**config.mk**
```make
export PLATFORM = sky130hd
export DESIGN_NAME = dual_line_receiver_demux
export DESIGN_NICKNAME = d
export VERILOG_FILES = /design/src/rtl/core/dlrd_pkg.sv /design/src/rtl/core/dlrd_in_stage.sv /design/src/rtl/core/dlrd_line_ctrl.sv /design/src/rtl/core/dlrd_out_stage.sv /design/src/rtl/core/dual_line_receiver_demux.sv
export SDC_FILE = /design/constraint.sdc
export NUM_CORES = 1
export LEC_CHECK = 0
export BUFFER_PORTS_ARGS = -buffer_cell sky130_fd_sc_hd__buf_2
export CAP_MARGIN = 20
export CORE_ASPECT_RATIO = 0.75
export CORE_MARGIN = 2
export CORE_UTILIZATION = 50
export CTS_CLUSTER_SIZE = 10
export DETAILED_ROUTE_END_ITERATION = 6
export PLACE_DENSITY = 0.76
export SLEW_MARGIN = 20
export SYNTH_ARGS = -nofsm -noshare
export SYNTH_HDL_FRONTEND = slang
export SYNTH_SLANG_ARGS = --single-unit
```
**constraint.sdc**
```tcl
create_clock -name clk -period 2.6 [get_ports clk]
set_clock_uncertainty 0.2 [all_clocks]
set_input_delay 0.52 -clock clk [delete_from_list [all_inputs] [get_ports clk]]
set_output_delay 0.52 -clock clk [all_outputs]
set_load 0.01 [all_outputs]
```
**src/rtl/core/dlrd_pkg.sv**
```systemverilog
// Shared types and constants for the dual line receiver demux.
package dlrd_pkg;

  // Default line buffer size in bytes
  localparam int unsigned LINE_BUF_SIZE_DEF = 1024;

  // Request opcodes
  typedef enum logic [2:0] {
    OP_RX_BYTE       = 3'd0,
    OP_TAKE_PUB      = 3'd1,
    OP_RELEASE_PUB   = 3'd2,
    OP_REQ_ISSUED    = 3'd3,
    OP_RESP_CONSUMED = 3'd4
  } op_t;

  // Line completion codes
  localparam logic [1:0] DONE_NONE = 2'd0;
  localparam logic [1:0] DONE_PUB  = 2'd1;
  localparam logic [1:0] DONE_RESP = 2'd2;

  // Store targets
  localparam logic TGT_PUB  = 1'b0;
  localparam logic TGT_RESP = 1'b1;

  // Framing characters
  localparam logic [7:0] CH_PUB  = 8'h23;  // '#'
  localparam logic [7:0] CH_RESP = 8'h3A;  // ':'
  localparam logic [7:0] CH_LF   = 8'h0A;
  localparam logic [7:0] CH_CR   = 8'h0D;

  // Flag fields of one result
  typedef struct packed {
    logic       store_valid;
    logic       store_target;
    logic [1:0] line_done;
    logic       take_granted;
    logic       pub_ready;
    logic       resp_ready;
  } flags_t;

endpackage

```
**src/rtl/core/dlrd_in_stage.sv**
```systemverilog
// Input register stage: holds one accepted request until it is processed.
module dlrd_in_stage (
  input  logic       clk,
  input  logic       rst_n,
  input  logic       in_valid,
  output logic       in_ready,
  input  logic [2:0] in_op,
  input  logic [7:0] in_rx_byte,
  input  logic       advance,
  output logic       item_valid,
  output logic [2:0] item_op,
  output logic [7:0] item_byte
);

  logic       valid_r, valid_nxt;
  logic [2:0] op_r;
  logic [7:0] byte_r;
  logic       accept;

  // Room when empty or when the held request moves on this cycle
  assign in_ready = !valid_r || advance;
  assign accept   = in_valid && in_ready;

  always_comb begin
    valid_nxt = valid_r;
    if (accept) begin
      valid_nxt = 1'b1;
    end else if (advance) begin
      valid_nxt = 1'b0;
    end
  end

  always_ff @(posedge clk) begin
    if (!rst_n) begin
      valid_r <= 1'b0;
    end else begin
      valid_r <= valid_nxt;
    end
  end

  // Payload, no reset
  always_ff @(posedge clk) begin
    if (accept) begin
      op_r   <= in_op;
      byte_r <= in_rx_byte;
    end
  end

  assign item_valid = valid_r;
  assign item_op    = op_r;
  assign item_byte  = byte_r;

endmodule

```
**src/rtl/core/dlrd_line_ctrl.sv**
```systemverilog
// Line capture state and per-request decision logic.
module dlrd_line_ctrl #(
  parameter int unsigned LINE_BUF_SIZE = dlrd_pkg::LINE_BUF_SIZE_DEF,
  localparam int unsigned AW = $clog2(LINE_BUF_SIZE)
) (
  input  logic              clk,
  input  logic              rst_n,
  input  logic              advance,
  input  logic [2:0]        op,
  input  logic [7:0]        rx_byte,
  output dlrd_pkg::flags_t  flags,
  output logic [AW-1:0]     store_addr,
  output logic [7:0]        store_data,
  output logic [AW-1:0]     line_length
);

  localparam logic [AW-1:0] CAP = AW'(LINE_BUF_SIZE - 1);

  // Position saturates at CAP: beyond it only "not zero, not below CAP" matters
  logic [AW-1:0] pos_r, pos_nxt;
  logic cap_pub_r, cap_pub_nxt;
  logic cap_resp_r, cap_resp_nxt;
  logic held_r, held_nxt;
  logic await_r, await_nxt;
  logic pub_rcv_r, pub_rcv_nxt;
  logic resp_rcv_r, resp_rcv_nxt;
  logic cr_r, cr_nxt;

  always_comb begin
    logic          at_start;
    logic [AW-1:0] len;
    at_start     = (pos_r == '0);
    len          = (pos_r != '0 && cr_r) ? pos_r - 1'b1 : pos_r;
    pos_nxt      = pos_r;
    cap_pub_nxt  = cap_pub_r;
    cap_resp_nxt = cap_resp_r;
    held_nxt     = held_r;
    await_nxt    = await_r;
    pub_rcv_nxt  = pub_rcv_r;
    resp_rcv_nxt = resp_rcv_r;
    cr_nxt       = cr_r;
    flags        = '0;
    store_addr   = '0;
    store_data   = '0;
    line_length  = '0;

    unique case (dlrd_pkg::op_t'(op))
      dlrd_pkg::OP_RX_BYTE: begin
        // Line start markers
        if (at_start && rx_byte == dlrd_pkg::CH_PUB) begin
          if (!held_r && !cap_pub_r) begin
            pub_rcv_nxt = 1'b0;
            cap_pub_nxt = 1'b1;
          end
        end else if (at_start && rx_byte == dlrd_pkg::CH_RESP) begin
          if (await_r) begin
            await_nxt    = 1'b0;
            cap_resp_nxt = 1'b1;
          end
        end
        // End of line, store, or just count
        if (rx_byte == dlrd_pkg::CH_LF) begin
          if (cap_pub_nxt) begin
            flags.line_done = dlrd_pkg::DONE_PUB;
            line_length     = len;
            pub_rcv_nxt     = 1'b1;
            cap_pub_nxt     = 1'b0;
          end else if (cap_resp_nxt) begin
            flags.line_done = dlrd_pkg::DONE_RESP;
            line_length     = len;
            resp_rcv_nxt    = 1'b1;
            cap_resp_nxt    = 1'b0;
          end
          pos_nxt = '0;
          cr_nxt  = 1'b0;
        end else if ((cap_pub_nxt || cap_resp_nxt) && pos_r < CAP) begin
          flags.store_valid  = 1'b1;
          flags.store_target = cap_pub_nxt ? dlrd_pkg::TGT_PUB : dlrd_pkg::TGT_RESP;
          store_addr         = pos_r;
          store_data         = rx_byte;
          cr_nxt             = (rx_byte == dlrd_pkg::CH_CR);
          pos_nxt            = pos_r + 1'b1;
        end else if (pos_r < CAP) begin
          pos_nxt = pos_r + 1'b1;
        end
      end
      dlrd_pkg::OP_TAKE_PUB: begin
        if (!held_r && !cap_pub_r && pub_rcv_r) begin
          held_nxt           = 1'b1;
          flags.take_granted = 1'b1;
        end
      end
      dlrd_pkg::OP_RELEASE_PUB: begin
        pub_rcv_nxt = 1'b0;
        held_nxt    = 1'b0;
      end
      dlrd_pkg::OP_REQ_ISSUED: begin
        await_nxt = 1'b1;
      end
      dlrd_pkg::OP_RESP_CONSUMED: begin
        resp_rcv_nxt = 1'b0;
      end
      default: begin
      end
    endcase

    flags.pub_ready  = pub_rcv_nxt;
    flags.resp_ready = resp_rcv_nxt;
  end

  // State commits only when the request moves to the result register
  always_ff @(posedge clk) begin
    if (!rst_n) begin
      pos_r      <= '0;
      cap_pub_r  <= 1'b0;
      cap_resp_r <= 1'b0;
      held_r     <= 1'b0;
      await_r    <= 1'b0;
      pub_rcv_r  <= 1'b0;
      resp_rcv_r <= 1'b0;
      cr_r       <= 1'b0;
    end else if (advance) begin
      pos_r      <= pos_nxt;
      cap_pub_r  <= cap_pub_nxt;
      cap_resp_r <= cap_resp_nxt;
      held_r     <= held_nxt;
      await_r    <= await_nxt;
      pub_rcv_r  <= pub_rcv_nxt;
      resp_rcv_r <= resp_rcv_nxt;
      cr_r       <= cr_nxt;
    end
  end

endmodule

```
**src/rtl/core/dlrd_out_stage.sv**
```systemverilog
// Result register: holds one result until the consumer takes it.
module dlrd_out_stage #(
  parameter int unsigned LINE_BUF_SIZE = dlrd_pkg::LINE_BUF_SIZE_DEF,
  localparam int unsigned AW = $clog2(LINE_BUF_SIZE)
) (
  input  logic             clk,
  input  logic             rst_n,
  input  logic             item_valid,
  output logic             advance,
  input  dlrd_pkg::flags_t flags,
  input  logic [AW-1:0]    store_addr,
  input  logic [7:0]       store_data,
  input  logic [AW-1:0]    line_length,
  input  logic             out_ready,
  output logic             out_valid,
  output dlrd_pkg::flags_t out_flags,
  output logic [AW-1:0]    out_addr,
  output logic [7:0]       out_data,
  output logic [AW-1:0]    out_length
);

  logic             valid_r, valid_nxt;
  dlrd_pkg::flags_t flags_r;
  logic [AW-1:0]    addr_r;
  logic [7:0]       data_r;
  logic [AW-1:0]    len_r;

  // Load when empty or when the held result is taken this cycle
  assign advance = item_valid && (!valid_r || out_ready);

  always_comb begin
    valid_nxt = valid_r;
    if (advance) begin
      valid_nxt = 1'b1;
    end else if (out_ready) begin
      valid_nxt = 1'b0;
    end
  end

  always_ff @(posedge clk) begin
    if (!rst_n) begin
      valid_r <= 1'b0;
    end else begin
      valid_r <= valid_nxt;
    end
  end

  always_ff @(posedge clk) begin
    if (advance) begin
      flags_r <= flags;
      addr_r  <= store_addr;
      data_r  <= store_data;
      len_r   <= line_length;
    end
  end

  assign out_valid  = valid_r;
  assign out_flags  = flags_r;
  assign out_addr   = addr_r;
  assign out_data   = data_r;
  assign out_length = len_r;

endmodule

```
**src/rtl/core/dual_line_receiver_demux.sv**
```systemverilog
// Top level of the dual line receiver demux.
// Splits received serial bytes into a publication line ('#' first) and a
// response line (':' first, only while a request awaits one), and tracks host
// ownership of the publication buffer. Every request yields exactly one
// result: a buffer write (target, address, byte), a line completion with its
// length (trailing CR removed, clamped to LINE_BUF_SIZE-1), the take grant,
// and both ready flags. One request is accepted per cycle while the input
// register has room; each passes the input register and then the result
// register, which holds it while out_ready is low. A new request can enter
// the input register as the held one moves on to the result register.
module dual_line_receiver_demux #(
  parameter int unsigned LINE_BUF_SIZE = dlrd_pkg::LINE_BUF_SIZE_DEF,
  localparam int unsigned AW = $clog2(LINE_BUF_SIZE)
) (
  input  logic          clk,
  input  logic          rst_n,
  input  logic          in_valid,
  output logic          in_ready,
  input  logic [2:0]    in_op,
  input  logic [7:0]    in_rx_byte,
  output logic          out_valid,
  input  logic          out_ready,
  output logic          out_store_valid,
  output logic          out_store_target,
  output logic [AW-1:0] out_store_addr,
  output logic [7:0]    out_store_data,
  output logic [1:0]    out_line_done,
  output logic [AW-1:0] out_line_length,
  output logic          out_take_granted,
  output logic          out_pub_ready,
  output logic          out_resp_ready
);

  logic             advance;
  logic             item_valid;
  logic [2:0]       item_op;
  logic [7:0]       item_byte;
  dlrd_pkg::flags_t flags;
  logic [AW-1:0]    store_addr;
  logic [7:0]       store_data;
  logic [AW-1:0]    line_length;
  dlrd_pkg::flags_t out_flags;

  dlrd_in_stage u_in (
    .clk        (clk),
    .rst_n      (rst_n),
    .in_valid   (in_valid),
    .in_ready   (in_ready),
    .in_op      (in_op),
    .in_rx_byte (in_rx_byte),
    .advance    (advance),
    .item_valid (item_valid),
    .item_op    (item_op),
    .item_byte  (item_byte)
  );

  dlrd_line_ctrl #(.LINE_BUF_SIZE(LINE_BUF_SIZE)) u_ctrl (
    .clk         (clk),
    .rst_n       (rst_n),
    .advance     (advance),
    .op          (item_op),
    .rx_byte     (item_byte),
    .flags       (flags),
    .store_addr  (store_addr),
    .store_data  (store_data),
    .line_length (line_length)
  );

  dlrd_out_stage #(.LINE_BUF_SIZE(LINE_BUF_SIZE)) u_out (
    .clk         (clk),
    .rst_n       (rst_n),
    .item_valid  (item_valid),
    .advance     (advance),
    .flags       (flags),
    .store_addr  (store_addr),
    .store_data  (store_data),
    .line_length (line_length),
    .out_ready   (out_ready),
    .out_valid   (out_valid),
    .out_flags   (out_flags),
    .out_addr    (out_store_addr),
    .out_data    (out_store_data),
    .out_length  (out_line_length)
  );

  assign out_store_valid  = out_flags.store_valid;
  assign out_store_target = out_flags.store_target;
  assign out_line_done    = out_flags.line_done;
  assign out_take_granted = out_flags.take_granted;
  assign out_pub_ready    = out_flags.pub_ready;
  assign out_resp_ready   = out_flags.resp_ready;

`ifndef ASSERT_OFF
  // A result never both stores a byte and completes a line
  a_store_xor_done: assert property (@(posedge clk) disable iff (!rst_n)
    out_valid |-> !(out_store_valid && out_line_done != dlrd_pkg::DONE_NONE))
    else $error("store and line completion in one result");

  // Completing a publication line leaves it ready
  a_pub_done_ready: assert property (@(posedge clk) disable iff (!rst_n)
    out_valid && out_line_done == dlrd_pkg::DONE_PUB |-> out_pub_ready)
    else $error("publication completed but not ready");

  // Completing a response line leaves it ready
  a_resp_done_ready: assert property (@(posedge clk) disable iff (!rst_n)
    out_valid && out_line_done == dlrd_pkg::DONE_RESP |-> out_resp_ready)
    else $error("response completed but not ready");

  // A granted take only happens on a waiting publication
  a_grant_ready: assert property (@(posedge clk) disable iff (!rst_n)
    out_valid && out_take_granted |-> out_pub_ready && !out_store_valid)
    else $error("take granted without a waiting publication");
`endif

endmodule
```
==> results.yml, run 1 <==
global_route:
  use_met1_pct: 26.34
  grt_pass1_vias: 2064
  grt_max_degree: 20
  gr-total-overflow: 0
  met2_usage_pct: 29.74
  grt.total_usage_pct: 19.69
  grt.busiest_layer: "met2"
  grt_pass1_wl_um: 9722
  antenna_found_initial: 0
  use_met3_pct: 6.739
yosys:
  yosysTopAreaCellShare_pct: 48.13
  yosysUniqueCellTypes: 50
  seq_area_frac_synth_pct: 61.38
  ys_ff_latch: 65
  ys.flop_type: "edfxtp_1"
  syn_area_um2: 2870
  synth_cells: 245
  synth_fp_nets: 262
  yosys-top-cells-area: "edfxtp_1, dfxtp_1, and2_1"
  yosysWarnings: 0
  yosysTopAreaCell: "edfxtp_1"
  synth_edf_count: 46
  syn_avg_cell_area_um2: 11.72
  netlist_top_cells_count: "edfxtp_1, nor2_1, and2_1, dfxtp_1"
  synthArstFlopShare_pct: 0
  synth_most_common_cell: "edfxtp_1"
sta:
  max_slew_margin_pct: 59.13
  fmax_mhz: 397.3
  worstMarginPinSlew_ns: 0.6124
  period_needed_ns: 2.517
  hold_viol: 0
  setup_viol: 0
  fin_crit_sh_pct: 96.80
  maxSlewViolCount: 0
status:
  status: "finished clean"
clocking:
  clkSinkCount: 65
  numCtsBuffers: 9
  cts.clk_slew.worst_paths_ns: 0.07
  cts_htree_levels: 3
  clkLatencyLatePin_ns: 0.34
  cts_tree: "done"
  cts_root_buf: "clkbuf_8"
  clk_path_buf_depth: 2
critical_path:
  required_ns: 2.67
  worst_path_largest_cell_delay_ns: 0.51
  crit_chain: "inv_1, ha_2, or4b_4, nor4_4, buf_4, a21oi_2, or4_1, a21oi_1"
  end_kind: "flop"
  criticalPathCategory: "flop to flop"
  cp_num_buf_inv: 2
  cp_max_fo: 5
  critPathSlowestCell: "or4b_4"
  cp_top_family: "simple AND/OR/NAND/NOR gates"
  crit_arrival_ns: 2.58
  start_kind: "flop"
cells_and_area:
  nets: 337
  n_antenna_cell: 0
  drive_gt1_share_pct: 30.46
  finalInstanceArea_um2: 3603
  finish.utilization_pct: 66.25
  area_delta_synth_final_pct: 25.55
power_and_ir_drop:
  peakVddDrop_v: 0.0003525
  p_switching_mw: 0.4609
  power_frac_clock_pct: 44.7
  pwr-share-comb_pct: 4.6
  power.density_nw_per_um2: 633.1
  p_sw_share_pct: 20.20
  leakage_nw: 1.385
  seqPwrFrac_pct: 50.7
  internal_power_mw: 1.820
die:
  start_util_pct: 52.77
  boundaryPins: 52
  rows: 23
  die_height_um: 69.62
  die_w_um: 91.49
  design.die.area_um2: 6369
  fp.coreArea_um2: 5439
drt:
  ant_nets: 0
  vias: 2150
  routed_wl_um: 5723
  first_pass_iters: 4
  post_drt_wl_per_cell_um: 14.31
  drtIter0Drc: 116
  drc: 0
  vias_per_cell: 5.375
place:
  port-buffer-count: 51
  place_congestion: 0.8534
  place_hpwl_um: 4159
  postPlaceCellArea_um2: 3344
worst_hold_path:
  worstHoldPathType: "primary input to flop"
flow_run:
  max_cap_violations: 0
-- final timing paths --
kind,from,end,slack (ns),cells past startpoint
min reg2reg,u_ctrl.cr_r$_SDFFE_PN0P_,u_ctrl.cr_r$_SDFFE_PN0P_,0.30,2
max reg2reg,u_ctrl.pos_r[0]$_SDFFE_PN0P_,u_ctrl.resp_rcv_r$_SDFFE_PN0P_,0.08,8
max,u_ctrl.pos_r[0]$_SDFFE_PN0P_,u_ctrl.resp_rcv_r$_SDFFE_PN0P_,0.08,8
min,in_op[2],u_in.item_op[2]$_DFFE_PP_,0.15,1
-- power groups by stage --
stage	sequential (mW)	combinational [mW]	clock [mW]
floorplan	1.19	0.0381	0
global placement	1.18	0.102	0
detailed placement	1.18	0.104	0
CTS	1.16	0.105	1.03
global route	1.16	0.116	1.07
finish	1.16	0.106	1.02
-- cell usage in the layout (no fill, tap or decap), types with 5 or more instances in the layout --
master,instances
nand3_1,8
or4_1,5
dfxtp_1,19
buf_4,23
nand2_1,11
inv_1,8
buf_2,51
xnor2_1,10
and2_1,19
nor3_1,5
o21ai_0,6
nor2_1,27
edfxtp_1,46
a21oi_1,11
clkbuf_8,9
-- area by class of cell --
type / instances / area (um^2)
clock buffers: 9 / 123.9
fillers: 406 / 1836
multi-input cells: 161 / 1030
clock inverters: 7 / 116.4
repair buffers: 75 / 447.9
inverters: 8 / 30.03
flip-flops and latches: 65 / 1762
well taps: 75 / 93.84
-- layer usage --
layer	up-vias	routed length [um]
met2	86	2561
met5	-	0
met3	14	522
li1	1055	-
met1	995	2532
met4	0	106
-- kinds of logic (layout without fill, tap and decap cells) --
| group | after synthesis | after routing | share of synthesized area, % |
|---|---|---|---|
| and+or+nand+nor | 106 | 106 | 21.19 |
| DFF | 65 | 65 | 61.38 |
| AOI/OAI and AO/OA | 40 | 40 | 9.503 |
| buffers and inverters | 19 | 99 | 3.008 |
| xor gates and xnor gates | 11 | 11 | 3.356 |
| adders and majority gates | 2 | 2 | 0.8717 |
| muxes | 2 | 2 | 0.6975 |
-- through the flow --
stage	power [mW]	worst slack [ns]	instances	hold WS [ns]	TNS, ns
after floorplan	1.228	0.06323	245	0.2502	0
after global placement	1.280	0.1392	382	0.2796	0
after detailed placement	1.282	0.03300	382	0.2867	0
after CTS	2.290	0.05614	398	0.1392	0
after global routing	2.349	-0.02313	400	0.1314	-0.02313
final	2.281	0.08315	400	0.1465	0
-- sequential cells by signal, indices dropped and copies added (netlist names), 3 cells and up --
name and cells:
u_ctrl.pos_r 10, u_out.out_addr 10, u_out.out_length 10, u_in.item_byte 8, u_out.out_data 8, u_out.out_flags 7
u_in.item_op 3
-- timing repair --
action	CTS	global route
hold buffers	0	0
buffers inserted	0	2
pin swaps	1	1
endpoints found under the setup margin	1	19
resized for setup	0	2
No activity file was read; power rests on OpenSTA's default activity.
==> inputs of run 2 (changes only) <==
Settings changed: REMOVE_ABC_BUFFERS from default to 1.
==> run 2 against run 1 <==
Effect of this change: sequential share of layout area up 0.72 points; clock-buffer cell count did not move; fmax up 2.4%; sequential power is essentially flat; final cell count is the same; utilization down 0.97 points; critical path type unchanged; largest power group unchanged.
==> results.yml, run 2 (synthesis gave the netlist of run 1 again) <==
die:
  fp.coreArea_um2: 5439
  design.die.area_um2: 6369
  die_w_um: 91.49
  die_height_um: 69.62
  boundaryPins: 52
  rows: 23
  start_util_pct: 52.77
sta:
  hold_viol: 0
  max_slew_margin_pct: 66.58
  setup_viol: 0
  period_needed_ns: 2.458
  fmax_mhz: 406.8
  grt_setup_unrepaired: "no"
  maxSlewViolCount: 0
  worstMarginPinSlew_ns: 0.4887
  fin_crit_sh_pct: 94.55
drt:
  vias_per_cell: 5.423
  first_pass_iters: 4
  routed_wl_um: 5787
  post_drt_wl_per_cell_um: 14.47
  drc: 0
  ant_nets: 0
  drtIter0Drc: 196
  vias: 2169
power_and_ir_drop:
  p_total_mw: 2.085
  peakVddDrop_v: 0.0004145
  power.density_nw_per_um2: 587.1
  leakage_nw: 1.357
global_route:
  grt_pass1_vias: 2020
  grt.total_usage_pct: 19.38
  grt_max_degree: 37
  gr-total-overflow: 0
  grt_pass1_wl_um: 9501
  antenna_found_initial: 0
cells_and_area:
  fillers: 424
  drive_gt1_share_pct: 29.54
  nets: 337
  multi_input_area_um2: 1026
  area_delta_synth_final_pct: 23.71
  regArea_um2: 1762
  final_common_cell: "buf_2"
  final_cell_mix: "buf_2, edfxtp_1, nor2_1"
  n_antenna_cell: 0
  finish.utilization_pct: 65.29
place:
  place_congestion: 0.9032
  port-buffer-count: 51
  place_hpwl_um: 4176
status:
  status: "finished clean"
worst_hold_path:
  min_path_cells: 1
  worstHoldPathType: "primary input to flop"
flow_run:
  max_cap_violations: 0
clocking:
  cts_root_buf: "clkbuf_8"
  cts_setup_buffers: 0
  post_cts_resized: 0
  clk_path_buf_depth: 2
  numCtsBuffers: 9
  hold_buffers: 0
  cts_htree_levels: 3
  clkLatencyLatePin_ns: 0.35
  cts.clk_slew.worst_paths_ns: 0.07
  clkSinkCount: 65
  cts_tree: "done"
critical_path:
  required_ns: 2.68
  end_kind: "flop"
  start_kind: "flop"
  criticalPathCategory: "flop to flop"
  cp_max_fo: 5
  crit_arrival_ns: 2.54
  worstRegToRegCells: 7
-- run 2: worst paths after layout --
path	start	to	slack (ns)
worst max register to register	u_ctrl.pos_r[0]$_SDFFE_PN0P_	u_ctrl.resp_rcv_r$_SDFFE_PN0P_	0.14
worst min register to register	u_ctrl.resp_rcv_r$_SDFFE_PN0P_	u_ctrl.resp_rcv_r$_SDFFE_PN0P_	0.28
worst max-delay path	u_ctrl.pos_r[0]$_SDFFE_PN0P_	u_ctrl.resp_rcv_r$_SDFFE_PN0P_	0.14
worst min-delay path	in_op[2]	u_in.item_op[2]$_DFFE_PP_	0.15
-- run 2: routing by layer --
layer / vias up / global-route usage, % / wire [um]
met2: 84 / 26.23 / 2544
met5: - / 0 / 0
li1: 1058 / - / -
met3: 8 / 6.630 / 513
met1: 1019 / 27.29 / 2663
met4: 0 / 10.27 / 65
-- run 2: per-stage QoR --
step / hold WS, ns / setup WS (ns) / cell area [um^2] / setup TNS, ns / instances
3_5_place_dp: 0.2642 / 0.04835 / 3356 / 0 / 384
4_1_cts: 0.1313 / 0.04271 / 3547 / 0 / 400
5_1_grt: 0.1248 / 0.02215 / 3551 / 0 / 400
2_1_floorplan: 0.2502 / -0.003749 / 2814 / -0.003749 / 234
3_3_place_gp: 0.2654 / 0.1396 / 3356 / 0 / 384
6_report: 0.1452 / 0.1417 / 3551 / 0 / 400
-- run 2: final cells by class --
class	instances	share of cell area (%)
clock buffers	9	3.488
clock inverters	7	1.903
inverters	8	0.8457
multi-input cells	161	28.89
flip-flops and latches	65	49.61
well taps	75	2.643
repair buffers	75	12.61
-- run 2: power by group --
group          internal (mW)  switching [mW]  total (mW)
registers               1.14          0.0150        1.16
logic                 0.0424          0.0630       0.105
clock network          0.440           0.383       0.824
-- run 2: worst max-delay path, stage by stage, from the launching register on --
cell	delay, ns
dfxtp_1	0.31
inv_1	0.07
ha_1	0.19
or4b_4	0.52
nor4_4	0.32
a21oi_2	0.15
or4_1	0.49
a21oi_1	0.15
